==> src/rtl/core/spi_epsw_pkg.sv <==
package spi_epsw_pkg;

    // Page size; must be a power of two for the boundary check.
    localparam int PAGE_BYTES = 128;
    localparam int PAGE_BITS  = $clog2(PAGE_BYTES);

    localparam int MAX_RUN   = 6;
    localparam int RUN_CNT_W = $clog2(MAX_RUN + 1);

    localparam int APB_ADDR_W = 4;
    localparam int APB_DATA_W = 32;

    localparam logic [7:0] DUMMY_BYTE = 8'hff;

    localparam logic [7:0] RST_READ_STATUS_OP  = 8'd5;
    localparam logic [7:0] RST_WRITE_ENABLE_OP = 8'd6;
    localparam logic [7:0] RST_PAGE_PROGRAM_OP = 8'd2;

    typedef enum logic [1:0] {
        OP_START   = 2'd0,
        OP_PAYLOAD = 2'd1,
        OP_STATUS  = 2'd2
    } op_t;

    typedef enum logic [1:0] {
        KIND_TX      = 2'd0,
        KIND_RELEASE = 2'd1,
        KIND_DONE    = 2'd2,
        KIND_REJECT  = 2'd3
    } kind_t;

    typedef enum logic [1:0] {
        PH_IDLE    = 2'd0,
        PH_POLL    = 2'd1,
        PH_PAYLOAD = 2'd2
    } phase_t;

    typedef enum logic [1:0] {
        REG_READ_STATUS  = 2'd0,
        REG_WRITE_ENABLE = 2'd1,
        REG_PAGE_PROGRAM = 2'd2
    } reg_idx_t;

    typedef struct packed {
        logic [1:0]  operation;
        logic [15:0] start_address;
        logic [15:0] span_length;
        logic [7:0]  byte_in;
    } in_word_t;

    typedef struct packed {
        kind_t      kind;
        logic [7:0] tx_byte;
        logic       wants_reply;
        logic       ready_for_payload;
        logic       last_of_run;
    } out_word_t;

    typedef struct packed {
        out_word_t [MAX_RUN-1:0]  words;
        logic [RUN_CNT_W-1:0]     count;
    } run_t;

    typedef struct packed {
        logic [7:0] read_status_op;
        logic [7:0] write_enable_op;
        logic [7:0] page_program_op;
    } cfg_t;

    function automatic out_word_t frame(kind_t k, logic [7:0] tx, logic reply);
        out_word_t w;
        w.kind              = k;
        w.tx_byte           = tx;
        w.wants_reply       = reply;
        w.ready_for_payload = 1'b0;
        w.last_of_run       = 1'b0;
        return w;
    endfunction

endpackage

==> src/rtl/core/spi_epsw_cfg.sv <==
module spi_epsw_cfg (
    input  logic                                 clk,
    input  logic                                 rst_n,
    input  logic                                 psel,
    input  logic                                 penable,
    input  logic                                 pwrite,
    input  logic [spi_epsw_pkg::APB_ADDR_W-1:0]  paddr,
    input  logic [spi_epsw_pkg::APB_DATA_W-1:0]  pwdata,
    output logic [spi_epsw_pkg::APB_DATA_W-1:0]  prdata,
    output logic                                 pready,
    output spi_epsw_pkg::cfg_t                   cfg
);

    spi_epsw_pkg::cfg_t cfg_reg;
    spi_epsw_pkg::cfg_t cfg_next;
    logic               wr_en;
    logic [1:0]         reg_idx;

    assign pready  = 1'b1;
    assign wr_en   = psel & penable & pwrite;
    assign reg_idx = paddr[3:2];
    assign cfg     = cfg_reg;

    always_comb
    begin
        cfg_next = cfg_reg;
        if (wr_en)
        begin
            case (reg_idx)
                spi_epsw_pkg::REG_READ_STATUS:  cfg_next.read_status_op  = pwdata[7:0];
                spi_epsw_pkg::REG_WRITE_ENABLE: cfg_next.write_enable_op = pwdata[7:0];
                spi_epsw_pkg::REG_PAGE_PROGRAM: cfg_next.page_program_op = pwdata[7:0];
                default:                        cfg_next = cfg_reg;
            endcase
        end
    end

    always_comb
    begin
        case (reg_idx)
            spi_epsw_pkg::REG_READ_STATUS:  prdata = {24'd0, cfg_reg.read_status_op};
            spi_epsw_pkg::REG_WRITE_ENABLE: prdata = {24'd0, cfg_reg.write_enable_op};
            spi_epsw_pkg::REG_PAGE_PROGRAM: prdata = {24'd0, cfg_reg.page_program_op};
            default:                        prdata = '0;
        endcase
    end

    always_ff @(posedge clk or negedge rst_n)
    begin
        if (!rst_n)
        begin
            cfg_reg.read_status_op  <= spi_epsw_pkg::RST_READ_STATUS_OP;
            cfg_reg.write_enable_op <= spi_epsw_pkg::RST_WRITE_ENABLE_OP;
            cfg_reg.page_program_op <= spi_epsw_pkg::RST_PAGE_PROGRAM_OP;
        end
        else
        begin
            cfg_reg <= cfg_next;
        end
    end

endmodule

==> src/rtl/core/spi_epsw_seq.sv <==
module spi_epsw_seq (
    input  logic                   clk,
    input  logic                   rst_n,
    input  logic                   load,
    input  spi_epsw_pkg::in_word_t item,
    input  spi_epsw_pkg::cfg_t     cfg,
    output spi_epsw_pkg::run_t     run
);

    spi_epsw_pkg::phase_t phase_reg;
    spi_epsw_pkg::phase_t phase_next;
    logic [15:0]          address_reg;
    logic [15:0]          address_next;
    logic [15:0]          left_reg;
    logic [15:0]          left_next;

    logic        do_start;
    logic        do_status;
    logic        do_payload;
    logic [15:0] addr_inc;
    logic [15:0] left_dec;
    logic        page_end;
    logic        span_empty;
    logic        busy;

    assign do_start   = (item.operation == spi_epsw_pkg::OP_START)
                        && (phase_reg == spi_epsw_pkg::PH_IDLE);
    assign do_status  = (item.operation == spi_epsw_pkg::OP_STATUS)
                        && (phase_reg == spi_epsw_pkg::PH_POLL);
    assign do_payload = (item.operation == spi_epsw_pkg::OP_PAYLOAD)
                        && (phase_reg == spi_epsw_pkg::PH_PAYLOAD);
    assign addr_inc   = address_reg + 16'd1;
    assign left_dec   = left_reg - 16'd1;
    // wrap to zero also lands here
    assign page_end   = (addr_inc[spi_epsw_pkg::PAGE_BITS-1:0] == '0);
    assign span_empty = (item.span_length == 16'd0);
    assign busy       = item.byte_in[0];

    // next state
    always_comb
    begin
        phase_next   = phase_reg;
        address_next = address_reg;
        left_next    = left_reg;
        if (load)
        begin
            if (do_start)
            begin
                if (!span_empty)
                begin
                    phase_next   = spi_epsw_pkg::PH_POLL;
                    address_next = item.start_address;
                    left_next    = item.span_length;
                end
            end
            else if (do_status)
            begin
                if (!busy)
                    phase_next = spi_epsw_pkg::PH_PAYLOAD;
            end
            else if (do_payload)
            begin
                address_next = addr_inc;
                left_next    = left_dec;
                if (left_dec == 16'd0)
                    phase_next = spi_epsw_pkg::PH_IDLE;
                else if (page_end)
                    phase_next = spi_epsw_pkg::PH_POLL;
            end
        end
    end

    // result run for the item at the head
    always_comb
    begin
        run = '0;
        if (do_start)
        begin
            if (span_empty)
            begin
                run.words[0] = spi_epsw_pkg::frame(spi_epsw_pkg::KIND_DONE, 8'd0, 1'b0);
                run.words[0].last_of_run = 1'b1;
                run.count = (spi_epsw_pkg::RUN_CNT_W)'(1);
            end
            else
            begin
                run.words[0] = spi_epsw_pkg::frame(spi_epsw_pkg::KIND_TX,
                                                   cfg.read_status_op, 1'b0);
                run.words[1] = spi_epsw_pkg::frame(spi_epsw_pkg::KIND_TX,
                                                   spi_epsw_pkg::DUMMY_BYTE, 1'b1);
                run.words[1].last_of_run = 1'b1;
                run.count = (spi_epsw_pkg::RUN_CNT_W)'(2);
            end
        end
        else if (do_status)
        begin
            if (busy)
            begin
                run.words[0] = spi_epsw_pkg::frame(spi_epsw_pkg::KIND_TX,
                                                   spi_epsw_pkg::DUMMY_BYTE, 1'b1);
                run.words[0].last_of_run = 1'b1;
                run.count = (spi_epsw_pkg::RUN_CNT_W)'(1);
            end
            else
            begin
                run.words[0] = spi_epsw_pkg::frame(spi_epsw_pkg::KIND_RELEASE, 8'd0, 1'b0);
                run.words[1] = spi_epsw_pkg::frame(spi_epsw_pkg::KIND_TX,
                                                   cfg.write_enable_op, 1'b0);
                run.words[2] = spi_epsw_pkg::frame(spi_epsw_pkg::KIND_RELEASE, 8'd0, 1'b0);
                run.words[3] = spi_epsw_pkg::frame(spi_epsw_pkg::KIND_TX,
                                                   cfg.page_program_op, 1'b0);
                run.words[4] = spi_epsw_pkg::frame(spi_epsw_pkg::KIND_TX,
                                                   address_reg[15:8], 1'b0);
                run.words[5] = spi_epsw_pkg::frame(spi_epsw_pkg::KIND_TX,
                                                   address_reg[7:0], 1'b0);
                run.words[5].ready_for_payload = 1'b1;
                run.words[5].last_of_run       = 1'b1;
                run.count = (spi_epsw_pkg::RUN_CNT_W)'(6);
            end
        end
        else if (do_payload)
        begin
            run.words[0] = spi_epsw_pkg::frame(spi_epsw_pkg::KIND_TX, item.byte_in, 1'b0);
            if ((left_dec != 16'd0) && !page_end)
            begin
                run.words[0].ready_for_payload = 1'b1;
                run.words[0].last_of_run       = 1'b1;
                run.count = (spi_epsw_pkg::RUN_CNT_W)'(1);
            end
            else if (left_dec == 16'd0)
            begin
                run.words[1] = spi_epsw_pkg::frame(spi_epsw_pkg::KIND_RELEASE, 8'd0, 1'b0);
                run.words[2] = spi_epsw_pkg::frame(spi_epsw_pkg::KIND_DONE, 8'd0, 1'b0);
                run.words[2].last_of_run = 1'b1;
                run.count = (spi_epsw_pkg::RUN_CNT_W)'(3);
            end
            else
            begin
                // page boundary: close chunk, open next with a status poll
                run.words[1] = spi_epsw_pkg::frame(spi_epsw_pkg::KIND_RELEASE, 8'd0, 1'b0);
                run.words[2] = spi_epsw_pkg::frame(spi_epsw_pkg::KIND_TX,
                                                   cfg.read_status_op, 1'b0);
                run.words[3] = spi_epsw_pkg::frame(spi_epsw_pkg::KIND_TX,
                                                   spi_epsw_pkg::DUMMY_BYTE, 1'b1);
                run.words[3].last_of_run = 1'b1;
                run.count = (spi_epsw_pkg::RUN_CNT_W)'(4);
            end
        end
        else
        begin
            run.words[0] = spi_epsw_pkg::frame(spi_epsw_pkg::KIND_REJECT, 8'd0, 1'b0);
            run.words[0].last_of_run = 1'b1;
            run.count = (spi_epsw_pkg::RUN_CNT_W)'(1);
        end
    end

    always_ff @(posedge clk or negedge rst_n)
    begin
        if (!rst_n)
        begin
            phase_reg   <= spi_epsw_pkg::PH_IDLE;
            address_reg <= '0;
            left_reg    <= '0;
        end
        else
        begin
            phase_reg   <= phase_next;
            address_reg <= address_next;
            left_reg    <= left_next;
        end
    end

endmodule

==> src/rtl/core/spi_epsw_run_buf.sv <==
module spi_epsw_run_buf (
    input  logic                    clk,
    input  logic                    rst_n,
    input  logic                    load,
    input  spi_epsw_pkg::run_t      run,
    input  logic                    result_stall,
    output logic                    result_valid,
    output spi_epsw_pkg::out_word_t result,
    output logic                    can_load
);

    spi_epsw_pkg::out_word_t [spi_epsw_pkg::MAX_RUN-1:0] words_reg;
    spi_epsw_pkg::out_word_t [spi_epsw_pkg::MAX_RUN-1:0] words_next;
    logic [spi_epsw_pkg::RUN_CNT_W-1:0]                  count_reg;
    logic [spi_epsw_pkg::RUN_CNT_W-1:0]                  count_next;
    logic                                                take;

    assign result_valid = (count_reg != '0);
    assign result       = words_reg[0];
    assign take         = result_valid && !result_stall;
    // reload as the last word leaves
    assign can_load     = (count_reg == '0)
                          || ((count_reg == (spi_epsw_pkg::RUN_CNT_W)'(1)) && take);

    always_comb
    begin
        words_next = words_reg;
        count_next = count_reg;
        if (load)
        begin
            words_next = run.words;
            count_next = run.count;
        end
        else if (take)
        begin
            for (int i = 0; i < spi_epsw_pkg::MAX_RUN - 1; i++)
                words_next[i] = words_reg[i+1];
            count_next = count_reg - (spi_epsw_pkg::RUN_CNT_W)'(1);
        end
    end

    always_ff @(posedge clk)
    begin
        words_reg <= words_next;
    end

    always_ff @(posedge clk or negedge rst_n)
    begin
        if (!rst_n)
            count_reg <= '0;
        else
            count_reg <= count_next;
    end

endmodule

==> src/rtl/core/spi_eeprom_page_split_writer_unit.sv <==
// Channel  Direction  Word type    Handshake
// item     in         in_word_t    item_valid / item_stall
// result   out        out_word_t   result_valid / result_stall
// apb      in/out     32-bit regs  psel / penable / pwrite / pready
//
// An item is registered, then its whole result run (1 to 6 words) is formed
// combinationally and loaded into a shift buffer. The first word reaches the port
// from the input register through the buffer register; the buffer sends one word
// per cycle while result_stall is low, so the output shifter sets the item rate.
// Reset: opcodes 5/6/2, phase idle, address and count zero, both stages empty.
// result_stall holds the buffer; item_stall rises once the input stage is full
// and the buffer cannot reload.
module spi_eeprom_page_split_writer_unit (
    input  logic                                 clk,
    input  logic                                 rst_n,

    input  logic                                 item_valid,
    output logic                                 item_stall,
    input  spi_epsw_pkg::in_word_t               item,

    output logic                                 result_valid,
    input  logic                                 result_stall,
    output spi_epsw_pkg::out_word_t              result,

    input  logic                                 psel,
    input  logic                                 penable,
    input  logic                                 pwrite,
    input  logic [spi_epsw_pkg::APB_ADDR_W-1:0]  paddr,
    input  logic [spi_epsw_pkg::APB_DATA_W-1:0]  pwdata,
    output logic [spi_epsw_pkg::APB_DATA_W-1:0]  prdata,
    output logic                                 pready
);

    spi_epsw_pkg::cfg_t     cfg;
    spi_epsw_pkg::run_t     run;
    spi_epsw_pkg::in_word_t item_reg;
    logic                   item_valid_reg;
    logic                   item_valid_next;
    logic                   can_load;
    logic                   load;
    logic                   item_take;

    // input stage
    assign load       = item_valid_reg && can_load;
    assign item_stall = item_valid_reg && !can_load;
    assign item_take  = item_valid && !item_stall;

    always_comb
    begin
        item_valid_next = item_valid_reg;
        if (item_take)
            item_valid_next = 1'b1;
        else if (load)
            item_valid_next = 1'b0;
    end

    always_ff @(posedge clk)
    begin
        if (item_take)
            item_reg <= item;
    end

    always_ff @(posedge clk or negedge rst_n)
    begin
        if (!rst_n)
            item_valid_reg <= 1'b0;
        else
            item_valid_reg <= item_valid_next;
    end

    spi_epsw_cfg u_cfg (
        .clk     (clk),
        .rst_n   (rst_n),
        .psel    (psel),
        .penable (penable),
        .pwrite  (pwrite),
        .paddr   (paddr),
        .pwdata  (pwdata),
        .prdata  (prdata),
        .pready  (pready),
        .cfg     (cfg)
    );

    // phase / address / count live here; state steps on load
    spi_epsw_seq u_seq (
        .clk   (clk),
        .rst_n (rst_n),
        .load  (load),
        .item  (item_reg),
        .cfg   (cfg),
        .run   (run)
    );

    spi_epsw_run_buf u_run_buf (
        .clk          (clk),
        .rst_n        (rst_n),
        .load         (load),
        .run          (run),
        .result_stall (result_stall),
        .result_valid (result_valid),
        .result       (result),
        .can_load     (can_load)
    );

    // every run has at least one word
    a_load_gives_word: assert property (@(posedge clk) disable iff (!rst_n)
        load |=> result_valid)
        else $error("loaded run produced no word");

    // a run drains exactly at its last word unless another loads behind it
    a_run_ends: assert property (@(posedge clk) disable iff (!rst_n)
        (result_valid && !result_stall && result.last_of_run && !load) |=> !result_valid)
        else $error("words left after last_of_run");

    // never load over a run still holding words besides its last
    a_no_overwrite: assert property (@(posedge clk) disable iff (!rst_n)
        (load && result_valid) |-> (result.last_of_run && !result_stall))
        else $error("run buffer overwritten");

    a_stall_only_full: assert property (@(posedge clk) disable iff (!rst_n)
        item_stall |-> item_valid_reg)
        else $error("input stalled while stage empty");

endmodule
==> config.mk <==
export PLATFORM = sky130hd
export DESIGN_NAME = spi_eeprom_page_split_writer_unit
export DESIGN_NICKNAME = d
export VERILOG_FILES = /design/src/rtl/core/spi_epsw_pkg.sv /design/src/rtl/core/spi_epsw_cfg.sv /design/src/rtl/core/spi_epsw_seq.sv /design/src/rtl/core/spi_epsw_run_buf.sv /design/src/rtl/core/spi_eeprom_page_split_writer_unit.sv
export SDC_FILE = /design/constraint.sdc
export NUM_CORES = 1
export LEC_CHECK = 0
export CORE_UTILIZATION = 60
export CTS_CLUSTER_DIAMETER = 60
export DETAILED_ROUTE_END_ITERATION = 8
export DONT_BUFFER_PORTS = 1
export PLACE_DENSITY_LB_ADDON = 0.05
export SYNTH_ARGS = -nofsm -noshare
export SYNTH_HDL_FRONTEND = slang
export SYNTH_SLANG_ARGS = --single-unit
==> constraint.sdc <==
create_clock -name clk -period 5.8 [get_ports clk]
set_clock_uncertainty 0.15 [all_clocks]
set_input_delay 0.29 -clock clk [delete_from_list [all_inputs] [get_ports clk]]
set_output_delay 0.29 -clock clk [all_outputs]
set_load 0.02 [all_outputs]
; Word level (Yosys, flattened, before mapping)
; Cells that the tools add are included.
[op_classes]
n_lt_le_gt_ge = 0
n_addsub = 3
n_mux = 38
div_mod_pow = 0
n_mul = 0
reduce_logical = 35
n_shift = 0
n_eq_ne = 10
bitwise_logic = 3
[ops]
columns = cell, n
row1 = 16-bit 2-to-1 mux, 10
row2 = 65-bit 2-to-1 mux, 2
row3 = 39-bit 2-to-1 mux, 3
row4 = 55-bit 2-to-1 mux, 1
row5 = 54-bit 2-to-1 mux, 1
row6 = 16-bit logical NOT, 2
row7 = 29-bit 2-to-1 mux, 1
row8 = 26-bit 2-to-1 mux, 1
row9 = 8-bit one-hot mux with 3 select lines, 1
row10 = 11-bit 2-to-1 mux, 2
row11 = 16-bit by 1-bit adder with 16-bit output (second input constant), 1
row12 = 2-bit 2-to-1 mux, 8
row13 = 16-bit nonzero test, 1
row14 = 16-bit by 1-bit subtractor with 16-bit output (second input constant), 1
row15 = 15-bit 2-to-1 mux, 1
row16 = 13-bit 2-to-1 mux, 1
row17 = 3-bit 2-to-1 mux, 4
row18 = 1-bit logical AND, 9
row19 = 7-bit logical NOT, 1
row20 = 2-bit by 1-bit == test with 1-bit output (second input constant), 3
row21 = 2-bit == test (second input constant), 3
row22 = 2-bit logical NOT, 3
row23 = 2-bit AND reduction, 3
row24 = 2-bit nonzero test, 3
row25 = other kinds (17), 23
[totals]
in_bits = 85
reg_bits = 182
latchBits = 0
ramBits = 0
memories = 0
mem_bits_ro = 0

; Longest topological paths before layout
; Gate-level depths: netlist (run 1).
[depth]
depth_word = 9
depth_mapped = 11
ltp_nobuf = 9

; Hierarchy
; Synthesis (run 1) repeated with hierarchy kept, for this count alone.
[unflattened]
hier_cells = 754
area_unflattened_um2 = 9577.9
[by_module_without_submodules]
columns = module, area_each_um2, seq_area_each_um2, cells_per_inst, n_inst
row1 = spi_epsw_run_buf, 3786.1, 2417.3, 192, 1
row2 = spi_epsw_seq, 3126.7, 850.8, 406, 1
row3 = spi_epsw_cfg, 1340.0, 606.8, 108, 1
row4 = spi_eeprom_page_split_writer_unit, 1325.0, 1286.2, 48, 1

; Worst setup path after synthesis (run 1)
; No wires, ideal clock.
[synth_timing]
path_type = reg2reg
from = reg u_run_buf.count_reg[0] (netlist bit)
to = reg u_run_buf.words_reg, in the netlist u_run_buf.result[0], enable pin
stages_incl_launch_ff = 7
n_path_buf = 2
synth_period_minus_slack_ps = 3578
path_slack_ps = 2222
arrival_ps = 2769
path_cell_list = dfrtp_1 > ha_1 > nor2b_1 > o211ai_1 > clkbuf_1 > clkbuf_1 > nand2_1
[synth_between]
elab_chain_len = 6
elab_cells_between_ends = 8
[synth_rtl]
columns = element, line_no
row1 = from (decl), spi_epsw_run_buf.sv:14  ; logic [spi_epsw_pkg::RUN_CNT_W-1:0] count_reg;
row2 = from (signal assigned), spi_epsw_run_buf.sv:52  ; count_reg <= count_next;
row3 = 3-bit nonzero test, spi_epsw_run_buf.sv:18  ; assign result_valid = (count_reg != '0);
row4 = 1-bit logical AND, spi_epsw_run_buf.sv:20  ; assign take = result_valid && !result_stall;
row5 = 1-bit logical AND, spi_epsw_run_buf.sv:23  ; || ((count_reg == (spi_epsw_pkg::RUN_CNT_W)'(1)) && take);
row6 = 1-bit logical OR, spi_epsw_run_buf.sv:23
row7 = 1-bit logical AND, spi_eeprom_page_split_writer_unit.sv:44  ; assign load = item_valid_reg && can_load;
row8 = 2-bit nonzero test (no line) *, n/a
row9 = to (signal assigned), spi_epsw_run_buf.sv:44  ; words_reg <= words_next;
row10 = to (decl), spi_epsw_run_buf.sv:12  ; spi_epsw_pkg::out_word_t [spi_epsw_pkg::MAX_RUN-1:0] words_reg;
; Mark *: on every way between the ends. The rest lies on a longest branch, timed or not.
; A chain may end at the register's enable or synchronous reset.

==> impl_metrics.py, run 1 <==
metrics = {
    "sta": {
        "finalSetupTns_ps": 0,
        "report.final.slew_viol_count": 0,
        "hold_viol": 0,
        "holdWs_ps": 53.7,
        "relSlewSlack_pct": 34.8,
        "rsz0062_at_grt": "no",
        "fin_crit_ps": 3740,
        "period_share_pct": 64.5,
        "worstMarginPinSlew_ps": 978,
        "setup_violations": 0,
        "clock.fmax_mhz": 267,
    },
    "worst_setup_path": {
        "cp-startpoint": "u_seq.left_reg[0]",
        "path_delay_family": "simple AND/OR/NAND/NOR gates",
        "r2r.worst_path.cells": 9,
        "worst-path-stages": 9,
        "crit_buf_inv": 2,
        "slowest_delay_ps": 580,
        "r2r_end": "u_run_buf.words_reg[39]",
        "r2r_start": "u_seq.left_reg[0]",
        "crit_path_end": "u_run_buf.words_reg[39]",
        "crit_chain": "inv_1, ha_1, or3b_2, or4_1, xor2_1, and3_1, a31o_1, clkinv_4, or2_1",
        "r2r_slack_ps": 2060,
        "crit_required_ps": 5830,
        "start_kind": "flop",
        "critical_path_class": "reg -> reg",
        "cp-end-kind": "flop",
        "arrival_ps": 3780,
        "cp_slowest_cell": "or3b_2",
        "cp_max_fo": 10,
    },
    "synthesis": {
        "netlist_area_um2": 8160,
        "async_flop_share_pct": 36.0,
        "yosysUniqueCellTypes": 61,
        "avgSynthCellArea_um2": 11.1,
        "synth_seq_area_share_pct": 59.5,
        "netlist_instances": 734,
        "yosys_warnings": 0,
        "synth-edff-count": 110,
        "yosys-top-cells-area": "edfxtp_1 40%, dfrtp_1 17%, nand2_1 3.8%",
        "netlist.area_leader.share_pct": 40.5,
        "yosysTopAreaCell": "edfxtp_1",
        "synth-seq-cells": 172,
        "synth_flop_cell": "edfxtp_1",
    },
    "clock_network": {
        "cts_root_buffer": "clkbuf_16",
        "cts_max_level": 4,
        "insertion_delay_ps": 430,
        "cts_setup_buffers": 0,
        "cts_tree": "built",
        "clk_pin_slew_ps": 60,
        "cts_sinks": 172,
        "cts-buffers-inserted": 17,
        "clk_path_buf_depth": 2,
    },
    "route": {
        "ant_nets": 0,
        "route.detailed.drc": 0,
        "drtIter0Drc": 361,
        "vias": 5691,
        "wl_per_cell_um": 18.0,
        "first_pass_iters": 7,
        "totalWireLength_mm": 17.1,
        "vias_per_cell": 6.00,
    },
    "die": {
        "core_area_um2": 13200,
        "start_util_pct": 61.6,
        "rows": 42,
        "die_h_um": 119,
        "die_w_um": 119,
        "dieArea_um2": 14100,
        "ioPinCount": 133,
    },
    "grt": {
        "track_usage_pct": 25.5,
        "grt_max_degree": 63,
        "gr-total-overflow": 0,
        "antenna_found_initial": 0,
        "grt_pass1_vias": 5448,
        "grt_pass1_wl_mm": 27.5,
    },
    "power": {
        "p_total_uw": 4660,
        "leakagePower_uw": 0.00355,
        "vdd_drop_max_uv": 360,
        "power_density_nw_per_um2": 504,
    },
    "placement": {
        "numPortBuffers": 0,
        "gp_congestion": 0.869,
        "numPlacedInstances": 863,
        "dp_hpwl_mm": 10.2,
    },
    "final_layout": {
        "final_cell_count_no_fill": 948,
        "final_common_cell": "edfxtp_1",
        "largest_reg_flops": 55,
        "areaGrowthSynthToFinish_pct": 13.4,
        "antenna_cells": 0,
        "num-fill-cells": 952,
        "multiInputGateArea_um2": 2910,
        "drive_above_1_share_pct": 11.9,
        "finish.utilization_pct": 69.9,
        "layout_common_cells": "110 x edfxtp_1, 82 x nand2_1, 62 x o21ai_0",
        "final_nets": 850,
        "layout.area.seq_um2": 4860,
    },
    "run": {
        "drv_cap": 0,
    },
    "run_status": {
        "status": "finished, final reports clean",
    },
    "min_path": {
        "min_path_type": "in -> reg",
    },
}
-- worst min path at each step --
stage | slack [ps] | to | cells after the start | startpoint
after floorplan | -160 | item_valid_reg | 0 | rst_n
after global placement | -150 | u_cfg.cfg[21] | 0 | rst_n
after detailed placement | -150 | u_cfg.cfg[12] | 0 | rst_n
after CTS | 50 | item_valid_reg | 4 | result_stall
after global routing | 100 | u_run_buf.count_reg[2] | 4 | result_stall
final | 50 | item_valid_reg | 4 | result_stall
-- logic make-up (layout without fill, tap and decap cells) --
group | Yosys count | after routing | synth area share, %
adder cells (fa/ha/maj) | 6 | 6 | 0.920
other | 2 | 25 | 0.0920
multiplexers | 36 | 36 | 4.80
flip-flops | 172 | 172 | 59.5
XOR/XNOR | 3 | 3 | 0.322
AND/OR/NAND/NOR | 264 | 264 | 15.9
AO/OA/AOI/OAI | 163 | 163 | 12.4
buffers and inverters | 88 | 103 | 6.05
-- area by class of cell --
class	instances	share of cell area [%]
Clock buffer	20	4.82
Clock inverter	12	1.82
Inverter	9	0.419
Multi-Input combinational cell	497	31.4
Sequential cell	172	52.5
Tap cell	176	2.38
Timing Repair Buffer	62	6.65
-- metal layers --
metal,share of wire [%],track usage (%)
met1,44,32.9
met5,0,0
met4,1.2,10.0
met3,5.7,5.45
met2,49,42.1
-- worst register-to-register path: cells and delay by family (launching register included) --
kind,cells,cell delay [ps]
compound gates,1,480
xor+xnor,1,250
fa+ha+maj,1,240
buf+inv,2,340
flops,1,450
simple gates,4,1570
-- metrics by stage --
step	setup slack [ps]	area, um^2
floorplan	2220	8250
global placement	2150	8090
detailed placement	2060	8090
CTS	2070	9260
global route	1840	9260
finish	2060	9260
-- where the power goes --
part | leakage, uW | internal, uW | switching (uW)
Clock | 0.000300 | 729 | 456
Combinational | 0.00139 | 437 | 778
Sequential | 0.00186 | 1940 | 324
-- synthesized netlist by cell type, types with 4 or more instances --
cell type and number:
o21ai_0 62, o22ai_1 5, mux2i_1 11, nor4_1 16, a221oi_1 7, and2_1 18, nor2_1 59, a31oi_1 4
dfstp_2 5, nor3_1 8, nand2_1 83, clkbuf_1 35, a2bb2oi_1 8, a21oi_1 44, o211ai_1 4, a22o_2 8
dfrtp_1 57, or4_1 4, edfxtp_1 110, nand3_1 37, nor2b_1 4, nor3b_1 5, buf_4 38, ha_1 6
and3_1 7, nand4_1 5, inv_1 7, mux2_2 25
-- repair_timing --
item | in CTS | in global routing
hold buffers | 53 | 0
hold endpoints to repair | 129 | 0
gates resized for setup | 0 | 0
setup endpoints to repair | 0 | 0
No activity file was read; power rests on OpenSTA's default activity.
==> run 2: changes to the inputs <==
CORE_UTILIZATION = 57   (was 60)
clock period = 3.1 ns   (was 5.8 ns; I/O delays follow)
==> run 2 against run 1 <==
  * Via count is 1.0% higher
  * Sequential cell count did not move
  * Sequential share of layout area shrank 0.84 points
  * Combinational power is 100% higher
==> impl_metrics.py, run 2 (synthesized netlist as in run 1, its figures left out) <==
metrics = {
    "run_status": {
        "status": "finished, final reports clean",
    },
    "sta": {
        "setup_violations": 0,
        "rsz0062_at_grt": "yes",
        "report.final.slew_viol_count": 0,
        "period_share_pct": 95.6,
        "holdWs_ps": 29.6,
        "fin_crit_ps": 2960,
        "clock.fmax_mhz": 337,
        "setup_ws_ps": 136,
        "relSlewSlack_pct": 43.3,
        "hold_viol": 0,
        "worstMarginPinSlew_ps": 851,
    },
    "worst_setup_path": {
        "cp-end-kind": "flop",
        "arrival_ps": 2990,
        "r2r.worst_path.cells": 9,
        "cp_max_fo": 10,
        "crit_required_ps": 3130,
        "cp_slowest_cell": "or3b_2",
        "crit_chain": "inv_1, ha_2, or3b_2, or4_4, xor2_2, and3_1, a31o_1, clkinv_4, or2_1",
        "slowest_delay_ps": 470,
        "critical_path_class": "reg -> reg",
        "start_kind": "flop",
    },
    "grt": {
        "gr-total-overflow": 0,
        "track_usage_pct": 25.9,
        "grt_pass1_wl_mm": 28.7,
        "grt_pass1_vias": 5613,
        "antenna_found_initial": 0,
        "grt_max_degree": 63,
    },
    "die": {
        "ioPinCount": 133,
        "rows": 43,
        "dieArea_um2": 14800,
        "core_area_um2": 13900,
        "start_util_pct": 58.6,
        "die_w_um": 122,
        "die_h_um": 122,
    },
    "final_layout": {
        "layout_common_cells": "110 x edfxtp_1, 82 x nand2_1, 62 x o21ai_0",
        "final_nets": 869,
        "largest_reg_flops": 55,
        "antenna_cells": 0,
        "final_cell_count_no_fill": 971,
        "drive_above_1_share_pct": 14.4,
        "stdcell_area_um2": 9410,
        "final_common_cell": "edfxtp_1",
        "areaGrowthSynthToFinish_pct": 15.3,
    },
    "clock_network": {
        "cts_tree": "built",
        "clk_pin_slew_ps": 60,
        "cts-buffers-inserted": 17,
        "cts_max_level": 4,
        "cts_sinks": 172,
        "cts_root_buffer": "clkbuf_16",
        "insertion_delay_ps": 430,
        "clk_path_buf_depth": 2,
        "cts_setup_buffers": 0,
    },
    "placement": {
        "gp_congestion": 0.891,
        "numPortBuffers": 0,
        "place_area_um2": 8250,
        "dp_slack_ps": 129,
        "dp_hpwl_mm": 11.2,
        "numPlacedInstances": 885,
    },
    "min_path": {
        "whs_path_depth": 3,
        "min_path_type": "in -> reg",
    },
    "power": {
        "power_density_nw_per_um2": 942,
        "p_total_uw": 8860,
        "vdd_drop_max_uv": 495,
        "leakagePower_uw": 0.00364,
    },
    "route": {
        "vias_per_cell": 5.92,
        "drtIter0Drc": 516,
        "vias": 5748,
        "wl_per_cell_um": 18.4,
        "route.detailed.drc": 0,
        "first_pass_iters": 5,
        "ant_nets": 0,
        "totalWireLength_mm": 17.8,
    },
    "run": {
        "drv_cap": 0,
    },
}
## run 2: final cells by class
| type | count | area (um^2) |
|---|---|---|
| fillers | 1032 | 4530 |
| multi-input cells | 497 | 2930 |
| flip-flops and latches | 172 | 4860 |
| repair buffers | 81 | 761 |
| clock inverters | 14 | 168 |
| inverters | 9 | 38.8 |
| well taps | 180 | 225 |
| clock buffers | 18 | 429 |
## run 2: final timing paths
check,endpoint,slack (ps),from
min reg2reg,u_run_buf.words_reg[61],360,u_run_buf.words_reg[74]
min in group asynchronous,u_run_buf.count_reg[2],140,rst_n
min,u_cfg.cfg[5],30,paddr[2]
max reg2reg,u_run_buf.words_reg[39],140,u_seq.left_reg[0]
max in group asynchronous,u_cfg.cfg[9],2350,rst_n
max,u_run_buf.words_reg[39],140,u_seq.left_reg[0]
## run 2: critical path: cells and delay by family (launching register included)
family | cells | cell delay, ps
DFF | 1 | 380
and+or+nand+nor | 4 | 1370
buffers and inverters | 2 | 210
AOI/OAI and AO/OA | 1 | 230
xor gates and xnor gates | 1 | 200
adders and majority gates | 1 | 180
## run 2: repair_timing
action	CTS	global route
resized for setup	0	2
setup endpoints to repair	0	6
hold buffers	54	0
endpoints found under the hold margin	129	0
## run 2: stage by stage
| step | util (%) | setup TNS [ps] |
|---|---|---|
| floorplan | - | 0 |
| global placement | 59.2 | 0 |
| detailed placement | 59.2 | 0 |
| CTS | 67.5 | 0 |
| global route | 67.5 | -6.97 |
| finish | 67.5 | 0 |
## run 2: routing by layer
metal | track usage (%) | wire (um) | up-vias
met5 | 0 | 0 | -
met4 | 10.2 | 330 | 0
met3 | 5.52 | 1090 | 28
met2 | 40.3 | 8500 | 205
met1 | 35.5 | 7910 | 2796
li1 | - | - | 2719
## run 2: power breakdown
group / leakage (uW) / switching, uW / total [uW] / internal [uW]
Sequential: 0.00186 / 580 / 4200 / 3620
Clock: 0.000294 / 898 / 2170 / 1270
Combinational: 0.00149 / 1540 / 2480 / 941
Total: 0.00364 / 3020 / 8860 / 5840
